<file path="src/rtl/capacitive_channel_scanner_assert.svh">
// ---------------------------------------------------------------------------
// Assertion macros for the capacitive channel scanner
// Both macros check one property per clock edge and are disabled during reset.
// ---------------------------------------------------------------------------
`ifndef CAPACITIVE_CHANNEL_SCANNER_ASSERT_SVH
`define CAPACITIVE_CHANNEL_SCANNER_ASSERT_SVH

// The consequent must hold in the same cycle as the antecedent.
`define CCS_ASSERT_SAME(label, clk, rstn, ante, cons) \
    label: assert property (@(posedge clk) disable iff (!rstn) (ante) |-> (cons)) \
        else $error("capacitive channel scanner assertion failed");

// The consequent must hold in the cycle after the antecedent.
`define CCS_ASSERT_NEXT(label, clk, rstn, ante, cons) \
    label: assert property (@(posedge clk) disable iff (!rstn) (ante) |=> (cons)) \
        else $error("capacitive channel scanner assertion failed");

`endif

</file>
<file path="src/rtl/ccs_pkg.sv">
// ---------------------------------------------------------------------------
// Capacitive channel scanner package
// Types, codes and helper functions shared by the scanner modules.
// ---------------------------------------------------------------------------
package ccs_pkg;

    localparam int MAX_CHANNELS    = 8;
    localparam int DEFAULT_CHANNELS = 8;
    localparam int CFG_ADDR_W      = 1;
    localparam int CFG_DATA_W      = 8;
    localparam logic [7:0] CROSSINGS_RESET = 8'd20;

    localparam logic [CFG_ADDR_W-1:0] CFG_ENABLED   = 1'b0;
    localparam logic [CFG_ADDR_W-1:0] CFG_CROSSINGS = 1'b1;

    typedef enum logic [1:0] {
        OP_START = 2'd0,
        OP_TICK  = 2'd1,
        OP_CROSS = 2'd2,
        OP_READ  = 2'd3
    } op_t;

    typedef enum logic {
        KIND_MEASURE = 1'b0,
        KIND_READ    = 1'b1
    } kind_t;

    typedef struct packed {
        logic [2:0] read_channel;
        op_t        operation;
    } item_t;

    typedef struct packed {
        kind_t       result_kind;
        logic [2:0]  channel;
        logic [15:0] value;
        logic        scan_done;
        logic        busy_res;
    } result_t;

    typedef struct packed {
        logic       measuring;
        logic [7:0] pending_mask;
    } status_t;

    // Index of the highest set bit; zero for an empty mask.
    function automatic logic [2:0] highest_bit(input logic [7:0] mask);
        logic [2:0] idx;
        idx = 3'd0;
        for (int b = 0; b < 8; b++) begin
            if (mask[b]) begin
                idx = 3'(b);
            end
        end
        return idx;
    endfunction

endpackage

</file>
<file path="src/rtl/ccs_in_reg.sv">
// ---------------------------------------------------------------------------
// Input register
// Holds one accepted transaction until the engine takes it.
// ---------------------------------------------------------------------------
module ccs_in_reg (
    input  logic           aclk,
    input  logic           aresetn,
    input  logic           in_valid,
    output logic           in_ready,
    input  ccs_pkg::item_t in_item,
    input  logic           advance,
    output logic           item_valid,
    output ccs_pkg::item_t item
);

    logic           valid_reg;
    logic           valid_next;
    ccs_pkg::item_t item_reg;

    assign in_ready   = !valid_reg || advance;
    assign valid_next = in_ready ? in_valid : valid_reg;

    always_ff @(posedge aclk) begin
        if (!aresetn) begin
            valid_reg <= 1'b0;
        end else begin
            valid_reg <= valid_next;
        end
    end

    always_ff @(posedge aclk) begin
        if (in_ready) begin
            item_reg <= in_item;
        end
    end

    assign item_valid = valid_reg;
    assign item       = item_reg;

endmodule

</file>
<file path="src/rtl/ccs_engine.sv">
// ---------------------------------------------------------------------------
// Scan engine
// Scan state, configuration, value store and the per-transaction update.
// ---------------------------------------------------------------------------
module ccs_engine #(
    parameter int NUM_CHANNELS = ccs_pkg::DEFAULT_CHANNELS
) (
    input  logic                           aclk,
    input  logic                           aresetn,
    input  logic                           cfg_wr_en,
    input  logic [ccs_pkg::CFG_ADDR_W-1:0] cfg_addr,
    input  logic [ccs_pkg::CFG_DATA_W-1:0] cfg_wdata,
    input  logic                           item_valid,
    input  ccs_pkg::item_t                 item,
    input  logic                           advance,
    output logic                           res_valid,
    output ccs_pkg::result_t               res,
    output ccs_pkg::status_t               status
);

    localparam logic [7:0] CHAN_MASK = 8'((9'd1 << NUM_CHANNELS) - 9'd1);

    logic [7:0]  enabled_reg;
    logic [7:0]  crossings_reg;
    logic [7:0]  pending_reg,  pending_next;
    logic [2:0]  current_reg,  current_next;
    logic [7:0]  count_reg,    count_next;
    logic [15:0] elapsed_reg,  elapsed_next;
    logic        measuring_reg, measuring_next;
    logic [15:0] store_reg [NUM_CHANNELS];

    logic        fire;
    logic        capture;
    logic [7:0]  usable;
    logic [7:0]  count_inc;
    logic [7:0]  cleared;
    logic [15:0] store_rdata;

    assign fire   = item_valid && advance;
    assign usable = enabled_reg & CHAN_MASK;

    always_ff @(posedge aclk) begin
        if (!aresetn) begin
            enabled_reg   <= 8'd0;
            crossings_reg <= ccs_pkg::CROSSINGS_RESET;
        end else if (cfg_wr_en) begin
            unique case (cfg_addr)
                ccs_pkg::CFG_ENABLED:   enabled_reg   <= cfg_wdata;
                ccs_pkg::CFG_CROSSINGS: crossings_reg <= cfg_wdata;
                default: ;
            endcase
        end
    end

    // Channels at or above the channel count read back as zero.
    always_comb begin
        store_rdata = 16'd0;
        for (int i = 0; i < NUM_CHANNELS; i++) begin
            if (item.read_channel == 3'(i)) begin
                store_rdata = store_reg[i];
            end
        end
    end

    always_comb begin
        pending_next   = pending_reg;
        current_next   = current_reg;
        count_next     = count_reg;
        elapsed_next   = elapsed_reg;
        measuring_next = measuring_reg;
        capture        = 1'b0;
        res_valid      = 1'b0;
        count_inc      = count_reg + 8'd1;
        cleared        = pending_reg & ~(8'd1 << current_reg);
        res.result_kind = ccs_pkg::KIND_MEASURE;
        res.channel     = current_reg;
        res.value       = elapsed_reg;
        res.scan_done   = (cleared == 8'd0);
        res.busy_res    = (cleared != 8'd0);

        unique case (item.operation)
            ccs_pkg::OP_START: begin
                // A start during a scan keeps the pending set and restarts the channel.
                if (usable != 8'd0) begin
                    if (pending_reg == 8'd0) begin
                        pending_next = usable;
                        current_next = ccs_pkg::highest_bit(usable);
                    end
                    count_next     = 8'd0;
                    elapsed_next   = 16'd0;
                    measuring_next = 1'b1;
                end
            end
            ccs_pkg::OP_TICK: begin
                if (measuring_reg) begin
                    elapsed_next = elapsed_reg + 16'd1;
                end
            end
            ccs_pkg::OP_CROSS: begin
                if (measuring_reg) begin
                    if (count_inc != crossings_reg) begin
                        count_next = count_inc;
                    end else begin
                        capture        = 1'b1;
                        res_valid      = 1'b1;
                        pending_next   = cleared;
                        count_next     = 8'd0;
                        elapsed_next   = 16'd0;
                        measuring_next = 1'b0;
                        if (cleared != 8'd0) begin
                            current_next   = ccs_pkg::highest_bit(cleared);
                            measuring_next = (usable != 8'd0);
                        end
                    end
                end
            end
            ccs_pkg::OP_READ: begin
                res_valid       = 1'b1;
                res.result_kind = ccs_pkg::KIND_READ;
                res.channel     = item.read_channel;
                res.value       = store_rdata;
                res.scan_done   = 1'b0;
                res.busy_res    = (pending_reg != 8'd0);
            end
            default: ;
        endcase
    end

    always_ff @(posedge aclk) begin
        if (!aresetn) begin
            pending_reg   <= 8'd0;
            current_reg   <= 3'd0;
            count_reg     <= 8'd0;
            elapsed_reg   <= 16'd0;
            measuring_reg <= 1'b0;
        end else if (fire) begin
            pending_reg   <= pending_next;
            current_reg   <= current_next;
            count_reg     <= count_next;
            elapsed_reg   <= elapsed_next;
            measuring_reg <= measuring_next;
        end
    end

    always_ff @(posedge aclk) begin
        for (int i = 0; i < NUM_CHANNELS; i++) begin
            if (!aresetn) begin
                store_reg[i] <= 16'd0;
            end else if (fire && capture && current_reg == 3'(i)) begin
                store_reg[i] <= elapsed_reg;
            end
        end
    end

    assign status.measuring    = measuring_reg;
    assign status.pending_mask = pending_reg;

endmodule

</file>
<file path="src/rtl/ccs_out_reg.sv">
// ---------------------------------------------------------------------------
// Output register
// Holds a finished result until the downstream side takes it.
// ---------------------------------------------------------------------------
module ccs_out_reg (
    input  logic             aclk,
    input  logic             aresetn,
    input  logic             item_valid,
    input  logic             res_valid,
    input  ccs_pkg::result_t res,
    output logic             advance,
    output logic             out_valid,
    input  logic             out_ready,
    output ccs_pkg::result_t out_res
);

    logic             valid_reg;
    logic             valid_next;
    ccs_pkg::result_t res_reg;

    // The register frees up in the same cycle its contents are taken.
    assign advance    = !valid_reg || out_ready;
    assign valid_next = advance ? (item_valid && res_valid) : valid_reg;

    always_ff @(posedge aclk) begin
        if (!aresetn) begin
            valid_reg <= 1'b0;
        end else begin
            valid_reg <= valid_next;
        end
    end

    always_ff @(posedge aclk) begin
        if (advance) begin
            res_reg <= res;
        end
    end

    assign out_valid = valid_reg;
    assign out_res   = res_reg;

endmodule

</file>
<file path="src/rtl/capacitive_channel_scanner.sv">
// ---------------------------------------------------------------------------
// Capacitive channel scanner
// Scans enabled channels highest first and reports elapsed ticks per channel.
// ---------------------------------------------------------------------------
// The scanner takes one transaction per clock cycle while the result side is
// ready. An accepted transaction is held in the input register and its
// result, if any, in the output register. Only comparator crossings that
// complete a measurement and read requests produce results; starts and ticks
// do not. Sustained throughput is one transaction per cycle as long as the
// result side is ready; the scan state updates once per transaction.
// Configuration writes take effect on the next cycle and should only be made
// while no transaction is in flight.
module capacitive_channel_scanner #(
    parameter int NUM_CHANNELS = ccs_pkg::DEFAULT_CHANNELS
) (
    input  logic                           aclk,
    input  logic                           aresetn,
    input  logic                           cfg_wr_en,
    input  logic [ccs_pkg::CFG_ADDR_W-1:0] cfg_addr,
    input  logic [ccs_pkg::CFG_DATA_W-1:0] cfg_wdata,
    input  logic                           s_tvalid,
    output logic                           s_tready,
    input  logic [7:0]                     s_tdata,  // [2:0] read_channel, rest zero
    input  logic [1:0]                     s_tuser,  // [1:0] operation
    output logic                           m_tvalid,
    input  logic                           m_tready,
    output logic [23:0]                    m_tdata,  // [2:0] channel, [18:3] value,
                                                     // [19] busy_res, rest zero
    output logic [0:0]                     m_tuser,  // [0] result_kind
    output logic                           m_tlast   // scan_done
);

    ccs_pkg::item_t   in_item;
    ccs_pkg::item_t   item;
    ccs_pkg::result_t res;
    ccs_pkg::result_t out_res;
    ccs_pkg::status_t status;
    logic             item_valid;
    logic             advance;
    logic             res_valid;

    assign in_item.operation    = ccs_pkg::op_t'(s_tuser);
    assign in_item.read_channel = s_tdata[2:0];

    ccs_in_reg u_in_reg (
        .aclk       (aclk),
        .aresetn    (aresetn),
        .in_valid   (s_tvalid),
        .in_ready   (s_tready),
        .in_item    (in_item),
        .advance    (advance),
        .item_valid (item_valid),
        .item       (item)
    );

    ccs_engine #(
        .NUM_CHANNELS (NUM_CHANNELS)
    ) u_engine (
        .aclk       (aclk),
        .aresetn    (aresetn),
        .cfg_wr_en  (cfg_wr_en),
        .cfg_addr   (cfg_addr),
        .cfg_wdata  (cfg_wdata),
        .item_valid (item_valid),
        .item       (item),
        .advance    (advance),
        .res_valid  (res_valid),
        .res        (res),
        .status     (status)
    );

    ccs_out_reg u_out_reg (
        .aclk       (aclk),
        .aresetn    (aresetn),
        .item_valid (item_valid),
        .res_valid  (res_valid),
        .res        (res),
        .advance    (advance),
        .out_valid  (m_tvalid),
        .out_ready  (m_tready),
        .out_res    (out_res)
    );

    assign m_tdata = {4'd0, out_res.busy_res, out_res.value, out_res.channel};
    assign m_tuser = out_res.result_kind;
    assign m_tlast = out_res.scan_done;

`include "capacitive_channel_scanner_assert.svh"

    // A channel is only measured while some channel is still pending.
    `CCS_ASSERT_SAME(a_measuring_pending, aclk, aresetn, status.measuring,
        status.pending_mask != 8'd0)

    // A finished measurement either ends the scan or leaves work pending.
    `CCS_ASSERT_SAME(a_done_vs_busy, aclk, aresetn,
        m_tvalid && m_tuser[0] == ccs_pkg::KIND_MEASURE, m_tlast != m_tdata[19])

    // A result that completes the scan leaves no pending channel behind.
    `CCS_ASSERT_NEXT(a_done_clears, aclk, aresetn,
        res_valid && item_valid && advance && res.scan_done,
        status.pending_mask == 8'd0)

endmodule

</file>
<file path="config.mk">
export PLATFORM = sky130hd
export DESIGN_NAME = capacitive_channel_scanner
export DESIGN_NICKNAME = d
export VERILOG_FILES = /design/src/rtl/ccs_pkg.sv /design/src/rtl/ccs_in_reg.sv /design/src/rtl/ccs_engine.sv /design/src/rtl/ccs_out_reg.sv /design/src/rtl/capacitive_channel_scanner.sv
export VERILOG_INCLUDE_DIRS = /design/src /design/src/rtl
export SDC_FILE = /design/constraint.sdc
export NUM_CORES = 1
export LEC_CHECK = 0
export ABC_AREA = 1
export BUFFER_PORTS_ARGS = -buffer_cell sky130_fd_sc_hd__buf_2
export CAP_MARGIN = 30
export CORE_MARGIN = 1.5
export CORE_UTILIZATION = 61
export DETAILED_ROUTE_END_ITERATION = 7
export PLACE_DENSITY = 0.79
export SYNTH_ARGS = -nofsm -noshare
export SYNTH_HDL_FRONTEND = slang
export SYNTH_SLANG_ARGS = --single-unit
</file>
<file path="constraint.sdc">
create_clock -name aclk -period 3.81 [get_ports aclk]
set_input_delay 0.762 -clock aclk [delete_from_list [all_inputs] [get_ports aclk]]
set_output_delay 0.762 -clock aclk [all_outputs]
set_load 0.005 [all_outputs]
</file>
Word-level counts from Yosys, hierarchy flattened
Memory sizes are Yosys's and may differ from the RTL's.
Cells that the tools add are included.

cells by class
  $add $sub $neg = 2
  equality and inequality tests = 24
  shift-type cells = 1
  muxes and demuxes = 85
  bitwise gates (word level) = 11
  reductions and logical operators = 32

operator list
  kind                                              number
  two-way mux 16 bit                                20
  two-way mux 8 bit                                 7
  case mux 16 bit (3 select lines)                  1
  two-way mux 3 bit                                 13
  two-way mux 1 bit                                 34
  case mux 8 bit (2 select lines)                   2
  == test 3 bit (second input constant)             8
  nonzero test 8 bit                                3
  two-way mux 22 bit                                1
  adder 16 x 1 -> 16 bit (second input constant)    1
  logical NOT 8 bit                                 2
  == test 3 x 2 -> 1 bit (second input constant)    4
  AND reduction 6 bit                               2
  logical AND 1 bit                                 11
  != test 2 x 1 -> 1 bit (second input constant)    5
  adder 8 x 1 -> 8 bit (second input constant)      1
  AND 8 bit                                         1
  two-way mux 2 bit                                 4
  != test 8 bit                                     1
  inverter 8 bit                                    1
  OR 1 bit                                          8
  left shift 1 x 3 -> 8 bit (first input constant)  1
  AND reduction 7 bit                               1
  == test 3 x 1 -> 1 bit (second input constant)    2
  other kinds (15)                                  21

word-level totals
  bits in registers = 81
  memory bits (writable) = 128
  input port bits = 24
  output and inout port bits = 28
  memories kept = 1

memories
  name                words  bits a word  rd ports  clocked after memory_dff  wr ports  RTL line          text
  u_engine.store_reg  8      16           8         0                         8         ccs_engine.sv:30  logic [15:0] store_reg [NUM_CHANNELS];

Depth between registers and ports, before layout
  word-level depth = 14
  mapped depth = 16
  gate-level depth less buffers = 16

Modules after synthesis
Synthesis repeated with hierarchy kept, for this count alone.

second synthesis, totals
  cells, all modules = 1098
  area, all modules = 9899.5 um^2

by module, submodules not included
  module                      instances  cells each  area an instance (um^2)  seq. area each (um^2)
  ccs_engine                  1          1054        8962.3                   4884.7
  ccs_out_reg                 1          28          706.9                    680.7
  ccs_in_reg                  1          11          196.4                    170.2
  capacitive_channel_scanner  1          5           33.8                     0.0

Worst setup path after synthesis
No wires, ideal clock.

  path type = input to register
  from = input m_tready
  to = memory u_engine.store_reg[0][0], enable pin
  arrival time = 2.721 ns
  slack = 0.717 ns
  stages on the path = 7
  buffers on the path = 0
  cell sequence = nor2_1 > inv_1 > nand2_1 > nor2_8 > nor3b_2 > nand2_1 > nand2_1

RTL lines
  element      RTL line                          text
  from (decl)  capacitive_channel_scanner.sv:26  input logic m_tready,
  to (decl)    ccs_engine.sv:30

==> summary.md <==
| Metric | Value |
|---|---|
| Status | `finished, final reports clean` |
| Post-synth top cells | `202 x nand2_1, 183 x nor2_1, 155 x edfxtp_1` |
| Hold buffers post-CTS | `0` |
| Vias in the first global route | `a little over 7000` |
| Max Root-Sink Buffers | `3` |
| Full die area | `17200 um^2` |
| FF-to-FF path depth | `13` |
| Starting density of the core | `0.628` |
| Post-route insts no fill | `around 1400` |
| Worst reg2reg startpoint | `u_engine.count_reg[0]` |
| Average size of a mapped cell | `around 9.2 um^2` |
| Critical path's slowest cell | `nand2_1` |
| H-tree depth | `1` |
| PnR Total Power | `about 5000 uW` |
| Hold_ws | `~0.42 ns` |
| Die Height | `around 130 um` |
| Crit path from | `u_engine.count_reg[0]` |
| Post-synthesis cell type count | `45` |
| Worst Clk Skew | `roughly 0.019 ns` |
| Final Wtd Congestion | `0.919` |
| Max Slew Vio Count | `0` |
| Worst-margin pin slew | `approximately 0.9 ns` |
| Total routed wirelength | `roughly 23 mm` |
| Synth area leader | `edfxtp_1` |
| Synth top area share | `0.465` |
| Total track usage | `0.265` |
| Max stage delay on crit path | `about 0.60 ns` |
| Worst hold endpoint | `u_in_reg.item[3]` |
| GRT overflow | `0` |
| Routed vias/inst | `between 5 and 6` |
| Max Freq | `roughly 320 MHz` |
| FF-to-FF setup slack | `~0.64 ns` |
| Setup TNS | `0 ns` |
| Die Wd | `131 um` |
| Antenna violations before repair | `0` |
| Max reg flops | `~130` |
| CTS tree | `yes` |
| Crit Path Max Fanout | `16` |
| Worst path buffer plus inverter count | `1` |
| Worst VDD drop | `roughly 0.36 mV` |
| Inserted Clock Buffers | `22` |
| # fillers | `1218` |
| Cts repair resizes | `0` |
| Max-Cap Viols | `0` |
| RSZ-0062 raised after global routing | `false` |
| Top_reg_cell synth | `edfxtp_1` |
| WP data required | `approximately 4 ns` |
| Number of enable flip-flop cells after synthesis | `roughly 160` |
| Antenna diodes | `0` |
| Post-CTS setup buffers | `0` |
| Fin crit period | `~3.2 ns` |
| Buffers on Ports | `42` |
| Final Hold Viols | `0` |
| First-pass GRT wire length | `36.1 mm` |
| Final worst path period share | `0.832` |
| Synth Register Bits | `around 210` |
| Family with the most delay on the worst path | `simple AND/OR/NAND/NOR gates` |
| Area Overhead vs Synth | `10.0%` |
| Hold Startpoint | `s_tdata[1]` |
| Ys async rst share | `0` |
| Share of cells above drive strength 1 | `0.136` |
| Antenna-violating nets left | `0` |
| CP cell instances | `ha_1 > inv_2 > nand2_1 > nand2_1 > nand2_1 > nand2_1 > nor2_2 > nand3_2 > nor2_2 > nand3_4 > nor3b_2 > nand2_1 > nand2_1` |
| Drt first pass iters | `6` |
| Reg2Reg Capture Point | `u_engine.store_reg[0][10]` |
| CTS root buf | `clkbuf_16` |
| Setup violators final | `0` |
| Pleak | `about 0.0042 uW` |
| Routed vias | `roughly 7700` |
| Wirelength per Cell | `16.9 um` |
| CP arrival | `3.31 ns` |
| Worst setup margin | `roughly 0.64 ns` |
| Crit path kind | `flop to flop` |
| Cell count of the worst hold path | `1` |
| Most frequent cell on the critical path | `nand2_1` |
| Clk Latency, worst-skew pair | `approximately 0.52 ns` |
| Final Net Count | `~1100` |
| Yosys warning count | `0` |
| Hold Path Class | `input port to flop` |
| Critical path capture point type | `flop` |
| Synth Instances | `approximately 1100` |
| DP HPWL | `approximately 15 mm` |
| CORE AREA | `between 15000 and 20000 um^2` |
| Largest net degree at the start of global routing | `45` |
| Area of the multi-input gates | `roughly 3600 um^2` |
| Worst-path clk slew | `0.06 ns` |
| Most frequent cell after synthesis | `nand2_1` |
| CTS sink cnt | `about 210` |
| DRC viols | `0` |
| Ports | `52` |
| Standard-cell rows | `46` |
| Rel. slew slack | `0.377` |
| Dpl cells | `approximately 1300` |
| Mapped Area | `10000 um^2` |
| Pre-CTS setup slack | `0.636 ns` |
| Startpoint types | `flop` |
| Area contributors post-synth | `edfxtp_1 46%, dfxtp_1 11%, nand2_1 7.6%, nor2_1 6.9%, nand3_1 4.6%` |
| Power per standard cell area | `approximately 460 nW/um^2` |
| Initial drt markers | `715` |
| Register area share after synthesis | `0.573` |
| Reg area | `roughly 5700 um^2` |
[layout make-up]
type,count,share of cell area
multi-input combinational,737,0.330
inverter,98,0.0334
clock buffer,30,0.0536
timing repair buffer,54,0.0273
tap,216,0.0245
clock inverter,10,0.0102
sequential,209,0.521
[layer usage]
layer,global-route usage,wire [um],vias to the layer above
met4,0.119,924,0
li1,-,-,3750
met5,0,0,-
met2,0.465,11600,344
met1,0.325,8660,3544
met3,0.0378,1680,71
[metrics by stage]
stage	cell area, um^2	utilization
3_3_place_gp	10300	0.647
2_1_floorplan	10000	-
4_1_cts	11000	0.691
3_5_place_dp	10300	0.647
5_1_grt	11000	0.691
6_report	11000	0.691
[power by group]
group / leakage (uW) / switching (uW) / internal (uW) / total, uW
Combinational: 0.00182 / 249 / 101 / 350
Clock: 0.000345 / 871 / 1230 / 2100
Sequential: 0.00207 / 43.6 / 2530 / 2580
[worst max path at each step]
stage,slack [ns],depth (start not counted),endpoint
2_1_floorplan,0.72,7,u_engine.store_reg[0][0]
3_3_place_gp,0.74,13,u_engine.store_reg[0][9]
3_5_place_dp,0.64,13,u_engine.store_reg[0][9]
4_1_cts,0.62,13,u_engine.store_reg[0][9]
5_1_grt,0.40,13,u_engine.store_reg[0][10]
6_report,0.64,13,u_engine.store_reg[0][10]
[placed cells by master, fill, tap and decap left out, types with 14 or more instances in the layout]
master	instances
clkbuf_16	22
inv_1	81
a21oi_1	54
clkinv_1	14
nand2_1	202
buf_2	42
nand3_1	93
dfxtp_1	54
o21ai_0	68
nor2_2	25
nor2_1	183
edfxtp_1	155
nand4_1	25
[kinds of logic (layout without fill, tap and decap cells)]
group | after synthesis | after routing | share of synthesized area
simple gates | 574 | 574 | 0.274
fa+ha+maj | 2 | 2 | 0.00250
flops | 209 | 209 | 0.573
xor+xnor | 3 | 3 | 0.00262
buf+inv | 150 | 192 | 0.0650
compound gates | 154 | 154 | 0.0829
other cells | 1 | 4 | 0.000374
No activity file was read; power rests on OpenSTA's default activity.
